--- config.mk ---
export PLATFORM = sky130hd
export DESIGN_NAME = sgi_queue
export DESIGN_NICKNAME = d
export VERILOG_FILES = /design/src/hdl/sgi_queue.sv
export SDC_FILE = /design/constraint.sdc
export NUM_CORES = 1
export LEC_CHECK = 0
export ABC_CLOCK_PERIOD_IN_PS = 2000
export BUFFER_PORTS_ARGS = -buffer_cell sky130_fd_sc_hd__buf_4
export CAP_MARGIN = 20
export CORE_MARGIN = 5
export CORE_UTILIZATION = 49
export DETAILED_ROUTE_END_ITERATION = 10
export PLACE_DENSITY = 0.75
export SLEW_MARGIN = 5
export SYNTH_ARGS = -nofsm -noshare
export SYNTH_HDL_FRONTEND = slang
export SYNTH_SLANG_ARGS = --single-unit
--- constraint.sdc ---
create_clock -name clk -period 2 [get_ports clk]
set_clock_uncertainty 0.15 [all_clocks]
set_input_delay 0.4 -clock clk [delete_from_list [all_inputs] [get_ports clk]]
set_output_delay 0.4 -clock clk [all_outputs]
set_load 0.02 [all_outputs]
--- src/hdl/sgi_queue.sv ---
module sgi_queue #(
    parameter int W = 8
) (
    input  logic         clk,
    input  logic         rst_n,
    input  logic         in_valid,
    output logic         in_ready,
    input  logic [W-1:0] in_data,
    output logic         out_valid,
    input  logic         out_ready,
    output logic [W-1:0] out_data
);
    logic [W-1:0] mem_reg [2];
    logic [1:0] cnt_reg;
    logic wp_reg, rp_reg;
    logic push, pop;

    assign in_ready  = cnt_reg != 2'd2;
    assign out_valid = cnt_reg != 2'd0;
    assign out_data  = mem_reg[rp_reg];
    assign push = in_valid && in_ready;
    assign pop  = out_valid && out_ready;

    always_ff @(posedge clk or negedge rst_n)
    begin
        if (!rst_n)
        begin
            cnt_reg <= '0;
            wp_reg  <= 1'b0;
            rp_reg  <= 1'b0;
        end
        else
        begin
            cnt_reg <= cnt_reg + 2'(push) - 2'(pop);
            if (push)
                wp_reg <= !wp_reg;
            if (pop)
                rp_reg <= !rp_reg;
        end
    end

    always_ff @(posedge clk)
    begin
        if (push)
            mem_reg[wp_reg] <= in_data;
    end
endmodule

==> results of run 1 <==
-- cells in the final DEF, fill, tap and decap left out, types with 2 or more instances in the layout --
cell type	Yosys	layout
sky130_fd_sc_hd__buf_4	0	22
sky130_fd_sc_hd__edfxtp_1	16	16
sky130_fd_sc_hd__mux2_2	8	8
sky130_fd_sc_hd__nor2_1	3	3
sky130_fd_sc_hd__xnor2_1	3	3
sky130_fd_sc_hd__clkbuf_4	0	3
sky130_fd_sc_hd__dfrtp_1	4	3
sky130_fd_sc_hd__nand2_1	2	2
-- layout make-up --
type / instances / share of cell area, %
sequential: 20 / 55.2
multi-input combinational: 26 / 21.3
timing repair buffer: 23 / 16.6
clock inverter: 1 / 2.85
clock buffer: 3 / 2.14
tap: 16 / 1.90
-- Yosys cell counts (all sizes together) --
cell,number
dfrtp,4
nor2b,1
xnor2,3
mux2,8
o21ba,1
nor2,3
nand2,2
a311oi,1
o21ai,1
nor4bb,1
buf,1
nand3,1
nand2b,1
or2,1
and3,1
edfxtp,16
ha,1
-- through the flow --
stage | setup slack [ns] | total power, uW | area [sq um] | hold slack (ns) | std cells
after detailed placement | 0.350 | 1280 | 990 | 0.0532 | 84
final | 0.129 | 1590 | 1050 | 0.122 | 89
after floorplan | 0.311 | 1050 | 810 | -0.0456 | 47
after global placement | 0.357 | 1260 | 990 | 0.0520 | 84
after global routing | 0.0666 | 1680 | 1050 | 0.102 | 89
after CTS | 0.0180 | 1610 | 1050 | 0.123 | 89
-- worst paths after layout --
path                       startpoint             to  depth (start not counted)  slack (ns)
max                            rp_reg    out_data[4]                          2        0.13
min                        in_data[4]  mem_reg[1][4]                          1        0.12
max reg2reg                cnt_reg[0]  mem_reg[1][5]                          2        0.47
min reg2reg                    wp_reg         wp_reg                          1        0.35
max in group asynchronous       rst_n         rp_reg                          2        1.32
min in group asynchronous       rst_n         rp_reg                          2        0.26
-- power groups by stage --
| stage | logic, uW | registers [uW] | clock network (uW) |
|---|---|---|---|
| final | 593 | 674 | 325 |
| after global routing | 639 | 689 | 350 |
| after CTS | 603 | 674 | 328 |
| after detailed placement | 597 | 683 | 0 |
| after global placement | 580 | 678 | 0 |
| after floorplan | 413 | 634 | 0 |
-- cell families after synthesis --
logic type      Yosys count  share of synthesized area [%]
mux                       8                           11.1
simple gates             11                           8.04
xor+xnor                  3                           3.25
flops                    20                           71.7
buf+inv                   1                          0.618
compound gates            3                           3.71
fa+ha+maj                 1                           1.55
-- metal layers --
metal / vias up / track usage, % / wire, um
li1: 230 / - / -
met5: - / 0 / 0
met1: 233 / 12.5 / 562
met4: 0 / 6.38 / 21
met2: 17 / 21.5 / 746
met3: 3 / 3.25 / 76
-- worst max-delay path: stages, from the launching register on --
cell and delay [ns]:
sky130_fd_sc_hd__dfrtp_2 0.49, sky130_fd_sc_hd__mux2_2 0.37, sky130_fd_sc_hd__buf_4 0.16
-- repair_timing --
| action | 4_1_cts | 5_1_grt |
|---|---|---|
| hold buffers | 1 | 0 |
| resized for setup | 0 | 1 |
| endpoints found under the hold margin | 4 | 0 |
| endpoints found under the setup margin | 0 | 8 |
==> results.md, run 1 <==
- The number of buffers between clock root and the deepest sink is 2.
- The power density over cell area is roughly 1500 nW/um^2.
- The register with the most flip-flops in the layout has 16 of them.
- The number of setup violations in the final report is 0.
- The worst setup path is of the reg2out kind.
- The number of buffers created by CTS is 3.
- The combined global-route utilization of all metal layers is 12.0%.
- The net switching fraction of the power is between 30% and 40%.
- Data on the critical path is required at its endpoint by roughly 1.5 ns.
- The switching power of the nets is 505 uW.
- In this run the worst path has a maximum fanout of 9.
- The flow ran to the end, and the final reports show no timing, DRC or antenna violations.
- The clock insertion delay at the later pin of the skew report is 0.30 ns.
- The initial cell density of the core is 52.5%.
- The clock-pin slew on the worst setup and hold paths is between 0.1 and 0.15 ns.
- The sequential cell area fraction in the yosys report is 71.7%.
- The aggregate negative setup slack is 0 ns.
- The die area is 2560 sq um.
- In this run the vertical extent of the chip is 50.6 um.
- The area share of the largest cell type after synthesis is between 50% and 60%.
- The number of remaining DRC errors is 0.
- The number of clock sinks is 20.
- The number of max-slew violations in the final report is 0.
- The distinct cell type count of the synthesized netlist is 17.
- Measured against its own limit, the worst slew margin works out to 74.3%.
- In the final layout, the share of cells above drive strength 1 is 50.7%.
- The detailed router's first-iteration violation count is 6.
- The total number of nets in the final design is 87.
- The number of antenna violations at the first check in global routing was 0.
- The Yosys step of the flow raised 0 warnings.
- The core area is 1540 sq um.
- Clock tree synthesis selected as its root buffer the cell sky130_fd_sc_hd__clkbuf_4.
- CTS built an H-tree with a depth of 1.
- The transition time at the pin with the least slew margin is 0.386 ns.
- The top-level port count is 22.
- The worst setup path is captured at an output port.
- The global route total overflow is 0.
- The share of total power dissipated in sequential elements is 42.3%.
- The top cell type by total area after synthesis is sky130_fd_sc_hd__edfxtp_1.
- Summing over every cut layer, the via total after detailed routing is 483.
- The number of antenna cells inserted is 0.
- Row generation in the floorplan step produced 14 rows.
- The count of endpoints failing hold in the final timing report is 0.
- The global-route wire length before repair is 2280 um.
- The count of nets left with antenna violations once routing finished came out at 0.
- Setup repair after global routing left no endpoint under its margin.
- The via count of the first global-routing pass is 523.
- Summed over all cells, the static leakage comes to between 0.0004 and 0.0005 uW.
- The class of the tightest hold or removal check is in2reg.
- Synthesis inferred 20 register bits.
- The flip-flop and latch area is 582 sq um.
- The end-of-flow core utilization is approximately 68%.
- At the worst endpoint, the arrival time is 1.32 ns.
- The placed wire-length estimate is 991 um.
- The max-cap violation count is 0.
- The area growth from synthesis to final layout is 30.1%.
- The fill cell instance count of the final layout is 112.
- The chip width is 50.6 um.
- The multi-input combinational cells in the finished layout cover a total of 224 sq um.
- The largest net degree at the start of global routing is 13.
- Across the VDD grid, the largest voltage drop is slightly above 800 uV.
- The combinational share of power is about 37%.
- The detailed-route wire length per cell is between 15 and 20 um.
- The worst path uses 93.5% of the clock period.
- The smallest clock period supported by the final layout is computed as 1.87 ns.
- The clock network burns roughly a fifth of the power.
- After synthesis, the mean cell area works out to about 17 sq um.
- In this run the tool buffered the top-level ports with 21 buffer cells.
- TritonCTS built the clock tree.
- Static timing analysis puts the maximum clock frequency at 0.534 GHz.
- The number of nets handed over by synthesis was 60.
- The internal portion of the total power is 1090 uW.
- The routability-driven placement congestion ratio is 0.666.
- Before antenna repair, the detailed router went through 4 iterations.
- The nature of the critical path startpoint is a register.
- After detailed routing, the number of vias per cell comes to 5.43.
- Buffers added to address setup during post-CTS repair amount to 0.
- The count of mapped cells out of synthesis is 47.
- By area the synthesized netlist is led by sky130_fd_sc_hd__edfxtp_1, sky130_fd_sc_hd__dfrtp_1, sky130_fd_sc_hd__mux2_2.
- The cell area after synthesis is 810 sq um.
- Summed over all layers, the routed wires come to 1410 um.
Note: power is estimated with default switching activity, not from simulation.
==> inputs of run 2 (changes only) <==
==> constraint.sdc (replaced) <==
create_clock -name clk -period 2 [get_ports clk]
set_clock_uncertainty 0.15 [all_clocks]
set_input_delay 0.1 -clock clk [delete_from_list [all_inputs] [get_ports clk]]
set_output_delay 0.1 -clock clk [all_outputs]
set_load 0.02 [all_outputs]
==> results.md, run 2 (synthesis results as in run 1) <==
- The upper clock frequency limit is 0.590 GHz.
- Walking the worst path, the cells encountered are mux2_2 > buf_4.
- The end of the worst register-to-register path is mem_reg[1][1].
- The HPWL after detailed placement is ~1000 um.
- The reg2reg setup slack is approximately 0.5 ns.
- Once placement finished, the instance area stood at 990 sq um.
- Leaving out fill and tap cells, the most frequent cells in the layout are sky130_fd_sc_hd__buf_4, sky130_fd_sc_hd__edfxtp_1, sky130_fd_sc_hd__dlygate4sd3_1.
- The switching power of the nets is 503 uW.
- The multi-input combinational cells in the finished layout cover a total of 224 sq um.
- The reg-to-reg critical path startpoint is cnt_reg[0].
- The part of the power in registers is between 40% and 50%.
- The detailed-route wire length is 1450 um.
- The flow ran to the end, and the final reports show no timing, DRC or antenna violations.
- The floorplan has 14 rows.
- The number of remaining DRC errors is 0.
- Setup violations remaining at the end of the flow were counted as 0.
- The number of buffers between clock root and the deepest sink is 2.
- The power share of the clock group is 20.1%.
- Once placement completed, the tool counted placed cells totaling 84.
- The first global-routing pass estimated 2450 um of wire.
- The via count of the first global-routing pass came to approximately 520.
- The class of the tightest hold or removal check is reg2reg.
- For met3 alone, demand over resource in global routing was 2.96%.
- The number of stages on the worst hold path is 1.
- The final instance area is 1160 sq um.
- The die span in y is 50.6 um.
- The worst slew margin relative to its limit is 72.8%.
- The net count of the finished layout is 98.
- The clock-pin slew on the worst setup and hold paths is 0.11 ns.
- The area growth from synthesis to final layout is 43.6%.
- The combined global-route utilization of all metal layers is 12.7%.
- The routability-driven placement congestion ratio is roughly 0.73.
- After floorplanning, the core was sized to cover 1540 sq um.
- The worst hold path terminates at wp_reg.
- Dividing the detail-routed via count by the number of cells gives 4.91.
- In this run the number of H-tree levels came out at 1.
- The clock insertion delay at the later pin of the skew report is 0.29 ns.
- The tool flagged a number of max-cap violations equal to 0.
- The library cell used most frequently in the layout, excluding fill and tap cells, is sky130_fd_sc_hd__buf_4.
- Cells fill between 70 and 80% of the core in the end.
- The critical path is of the reg2out type.
- The detailed router's first-iteration violation count is 0.
- The initial cell density of the core is between 50% and 60%.
- Summed over all cells, the static leakage comes to 0.000467 uW.
- The post-CTS setup buffer count is 0.
- Data on the critical path is required at its endpoint by 1.75 ns.
- The register with the most flip-flops in the layout has 16 of them.
- The count of nets left with antenna violations after detail routing is 0.
- Setup repair after global routing left no endpoint under its margin.
- Entering global routing, the biggest net connects 13 pins.
- The CTS tree is built.
- The largest single stage delay on the critical path is approximately 0.60 ns.
- The number of antenna cells inserted is 0.
- The worst setup path is captured at an output port.
- The cell internal power dissipation is 1100 uW.
- The clock tree root driver cell is sky130_fd_sc_hd__clkbuf_4.
- The global-route met2 utilization is between 20% and 30%.
- On the final layout, the worst hold slack is ~0.36 ns.
- The number of antenna violations at the first check in global routing is 0.
- The via total after detailed routing is approximately 500.
- The chip width is 50.6 um.
- Global routing finished with a remaining overflow of 0.
- The count of cells in the finished layout, fillers not included, comes to 100.
- The number of clock sinks is 20.
- The fill cell instance count of the final layout is 103.
- The data arrival time of the critical path is 1.45 ns.
- Per report_power, the combinational group accounts for 37.6% of the total.
- The count of endpoints failing hold in the final timing report came to 0.
- The net switching fraction of the power is 31.4%.
- Registers take 581 sq um.
- The ratio of final minimum period to clock period is 84.8%.
- In this run the most critical hold path is launched from wp_reg.
- The number of max-slew violations in the final report is 0.
- The most congested layer reported by global routing is met2.
- In the final routed layout, each cell accounts on average for 14.5 um.
- For this run, the detailed router's first-pass iteration total came to 1.
- The cell type of the slowest stage on the worst timing path is sky130_fd_sc_hd__dfrtp_1.
- IR analysis of the VDD net gives a maximum drop of 905 uV.
- The worst register-to-register path has a depth of 2.
- The shortest period the worst path allows is ~1.7 ns.
- 22 I/O pins were placed.
- For this design the ratio of total power to cell area is between 1000 and 1500 nW/um^2.
- Port buffering added 21 buffers.
- The number of buffers created by CTS is 3.
- Summed over all failing endpoints, the final setup total negative slack is 0 ns.
- At the pin with the least slew margin, the transition time is 0.407 ns.
- The met1 usage is 15.9%.
- In this run the worst path has a maximum fanout of 9.
- The nature of the critical path startpoint is a register.
- The floorplan step defined a die boundary enclosing 2560 sq um.
- The fraction of layout cells with a size suffix above 1 is a little over two fifths.
[run 2: cell types whose count changed in the layout (fill, tap and decap cells not counted)]
cell / change
sky130_fd_sc_hd__dlygate4sd3_1: +11
sky130_fd_sc_hd__dfrtp_1: +1
sky130_fd_sc_hd__dfrtp_2: -1
[run 2: how the worst max path moves through the flow]
| stage | from | end | slack (ns) | cells past startpoint |
|---|---|---|---|---|
| 6_report | rp_reg | out_data[6] | 0.30 | 2 |
| 5_1_grt | rp_reg | out_data[6] | 0.23 | 2 |
| 3_3_place_gp | cnt_reg[0] | mem_reg[1][2] | 0.57 | 2 |
| 4_1_cts | rp_reg | out_data[6] | 0.29 | 2 |
| 2_1_floorplan | cnt_reg[0] | mem_reg[0][0] | 0.31 | 3 |
| 3_5_place_dp | cnt_reg[0] | mem_reg[1][1] | 0.53 | 2 |
[run 2: timing repair]
action | CTS | global route
resized for setup | 0 | 0
hold buffers | 12 | 0
hold endpoints to repair | 22 | 0
[run 2: worst max-delay path, delay by kind of cell (launching register included)]
family / cells / cell delay, ns
muxes: 1 / 0.39
buffers and inverters: 1 / 0.16
DFF: 1 / 0.60
[run 2: final cells by class]
| class | instances | area share, % |
|---|---|---|
| flip-flops and latches | 20 | 49.9 |
| repair buffers | 34 | 24.5 |
| multi-input cells | 26 | 19.3 |
| clock inverters | 1 | 2.58 |
| clock buffers | 3 | 1.94 |
| well taps | 16 | 1.72 |
[run 2: power groups by stage]
| stage | combinational (uW) | sequential, uW | clock (uW) |
|---|---|---|---|
| 5_1_grt | 654 | 697 | 346 |
| 4_1_cts | 606 | 680 | 325 |
| 2_1_floorplan | 413 | 634 | 0 |
| 3_3_place_gp | 575 | 679 | 0 |
| 6_report | 603 | 678 | 321 |
| 3_5_place_dp | 586 | 688 | 0 |
[run 2: layer usage]
layer,part of all wire [%],wire length (um)
met5,0,0
met4,0,0
met3,5.2,76
met2,51,738
met1,44,638
[run 2: per-stage QoR]
step / setup slack, ns / total power [uW]
2_1_floorplan: 0.311 / 1050
3_3_place_gp: 0.566 / 1250
6_report: 0.305 / 1600
4_1_cts: 0.293 / 1610
5_1_grt: 0.234 / 1700
3_5_place_dp: 0.531 / 1270
==> inputs of run 3 (changes only) <==
ABC_CLOCK_PERIOD_IN_PS = 1400   (was 2000)
CORE_UTILIZATION = 44   (was 49)
PLACE_DENSITY = 0.71   (was 0.75)
clock period = 1.4 ns   (was 2 ns; I/O delays follow)
==> results.md, run 3 (synthesis results as in run 1) <==
- The flow ran to the end, but the final reports show violations.
- The final reports fail on setup timing.
- The clock passes through at most 2 buffers.
- The routed length on met2 is 1010 um.
- In the layout the commonest cells are sky130_fd_sc_hd__buf_4, sky130_fd_sc_hd__edfxtp_1, sky130_fd_sc_hd__buf_6.
- The routability-driven placement congestion ratio is between 0.7 and 0.8.
- The detailed-routed wire length on met3 is 81 um.
- In this run the count of I/O pins placed on the die edge is 22.
- The number of antenna violations at the first check in global routing is 0.
- The flip-flop and latch area is 583 sq um.
- Wires add up to 1790 um.
- After layout, the worst setup slack is -0.0996 ns.
- After filler insertion, the fill cell instance count of the layout stands at 109.
- The count of endpoints failing hold in the final timing report is 0.
- The nature of the critical path startpoint is a register.
- The worst-case IR drop observed on VDD is ~1400 uV.
- The first global-routing pass estimated 2930 um of wire.
- The chip width is 52.9 um.
- The detailed router's first-iteration violation count is 9.
- The placement row count is 15.
- The routed metal-1 wire length is 695 um.
- The largest net degree at the start of global routing is 13.
- The number of remaining DRC errors is 0.
- CTS built an H-tree with a depth of 1.
- The startpoint identified for the worst register-to-register timing path is cnt_reg[1].
- In this run the tightest slew margin relative to its limit is around four fifths.
- The global route total overflow is 0.
- In this run the worst path has a maximum fanout of 5.
- The reg2reg setup slack is -0.03 ns.
- The setup path with the least slack is of type reg2out.
- The flip-flop count of the largest register, all copies and words added is 16.
- In the final routed layout, each cell accounts on average for 15.3 um.
- Setup violations remaining at the end of the flow were counted as 11.
- After clock tree synthesis, the clock-pin slew on the worst setup and hold paths is 0.10 ns.
- After detailed routing, the number of vias per cell comes to 4.76.
- The number of antenna cells inserted is 0.
- The worst setup path is captured at an output port.
- The power density over cell area is 2070 nW/um^2.
- The most common library cell in the layout ignoring fill and taps is sky130_fd_sc_hd__buf_4.
- The transition time at the pin with the least slew margin is 0.284 ns.
- The via count of the first global-routing pass is between 600 and 700.
- The CTS tree is built.
- The final layout contains 106 nets.
- Along the worst hold path, the cell count comes to 4.
- The combined global-route utilization of all metal layers is 14.8%.
- The number of buffers created by CTS is 3.
- The smallest clock period supported by the final layout is computed as between 1 and 1.5 ns.
- The placed wire-length estimate is 998 um.
- The upper clock frequency limit is 0.667 GHz.
- After detailed placement, the design holds a cell count of 94.
- The max-cap violation count is 0.
- The worst reg-to-reg path cell count is 4.
- The number of max-slew violations in the final report was 0.
- The die area is 2800 sq um.
- Data on the critical path is required at its endpoint by 1.18 ns.
- The core region is around 1700 sq um.
- The multi-input combinational cells in the finished layout cover a total of 285 sq um.
- The data arrival time of the critical path is between 1 and 1.5 ns.
- The end of the worst register-to-register path is cnt_reg[1].
- The number of clock sinks is 20.
- Setup repair after global routing could not meet its margin everywhere.
- During placement, the flow inserted port buffers numbering 21.
- The end-of-flow core utilization is 76.8%.
- The class of the tightest hold or removal check is in2reg.
- Clock latency on the worst-skew pair, taken at its later pin, is 0.28 ns.
- The post-route netlist has roughly three fifths of its cells at a drive strength greater than 1.
- The routed layout has 557 vias.
- For this run, the number of standard cells in the final layout without fillers is around 120.
- The ratio of final minimum period to clock period is 107%.
- The clock tree root driver cell is sky130_fd_sc_hd__clkbuf_4.
- The floorplan step set the die height to 52.9 um.
- The count of nets left with antenna violations after detail routing is 0.
- For hold timing, the worst endpoint is wp_reg.
- The initial utilization of the core area, before any placement, comes to 46.4%.
- Signal routing reaches up to met4.
- The static leakage is approximately 0.00054 uW.
- The area growth from synthesis to final layout is 65.5%.
- The first detailed-routing pass took 4 iterations.
- The critical hold path startpoint is in_valid.
-- run 3: cell types whose count changed in the layout (fill, tap and decap cells not counted), sizes merged --
cell / delta
buf: +9
dlygate4sd3: -1
-- run 3: cell type report --
| class | count | share of cell area (%) |
|---|---|---|
| sequential | 20 | 43.5 |
| multi-input combinational | 26 | 21.3 |
| timing repair buffer | 42 | 28.9 |
| tap | 25 | 2.33 |
| clock inverter | 1 | 2.24 |
| clock buffer | 3 | 1.68 |
-- run 3: timing repair --
item,in CTS,in global routing
endpoints found under the setup margin,11,19
buffers inserted,6,2
endpoints found under the hold margin,21,0
hold buffers,11,0
gates resized for setup,20,8
pin swaps,4,5
-- run 3: through the flow --
step / cell area [sq um] / hold WS (ns) / power (uW) / setup TNS (ns) / worst slack, ns
after floorplan: 821 / -0.376 / 1520 / 0 / 0.0146
after CTS: 1290 / 0.00777 / 2650 / -0.762 / -0.103
after global routing: 1340 / 0.0761 / 2940 / -1.54 / -0.152
after global placement: 1020 / -0.279 / 1840 / 0 / 0.0256
after detailed placement: 1020 / -0.280 / 1870 / -0.00941 / -0.00686
final: 1340 / 0.0727 / 2770 / -0.778 / -0.0996
-- run 3: routing by layer --
layer | GRT usage (%) | vias to the layer above
li1 | - | 270
met1 | 16.7 | 271
met2 | 26.7 | 14
met3 | 3.94 | 2
met4 | 5.11 | 0
met5 | 0 | -
-- run 3: worst max-delay path by stage --
stage | startpoint | end | slack (ns)
3_3_place_gp | cnt_reg[0] | mem_reg[0][6] | 0.03
5_1_grt | rp_reg | out_data[6] | -0.15
6_report | rp_reg | out_data[3] | -0.1
3_5_place_dp | cnt_reg[1] | cnt_reg[1] | -0.007
2_1_floorplan | cnt_reg[0] | mem_reg[0][0] | 0.01
4_1_cts | rp_reg | out_data[1] | -0.10
-- run 3: power breakdown --
| group | leakage [uW] | internal (uW) | switching (uW) | total [uW] |
|---|---|---|---|---|
| Combinational | 0.000319 | 782 | 590 | 1370 |
| Clock | 0.0000279 | 289 | 169 | 458 |
| Sequential | 0.000194 | 835 | 107 | 942 |
| Total | 0.000541 | 1910 | 866 | 2770 |
-- run 3: critical path, stage by stage, from the launching register on --
cell                      delay [ns]
sky130_fd_sc_hd__dfrtp_2        0.39
sky130_fd_sc_hd__buf_6          0.12
sky130_fd_sc_hd__mux2_2         0.34
sky130_fd_sc_hd__buf_6          0.13
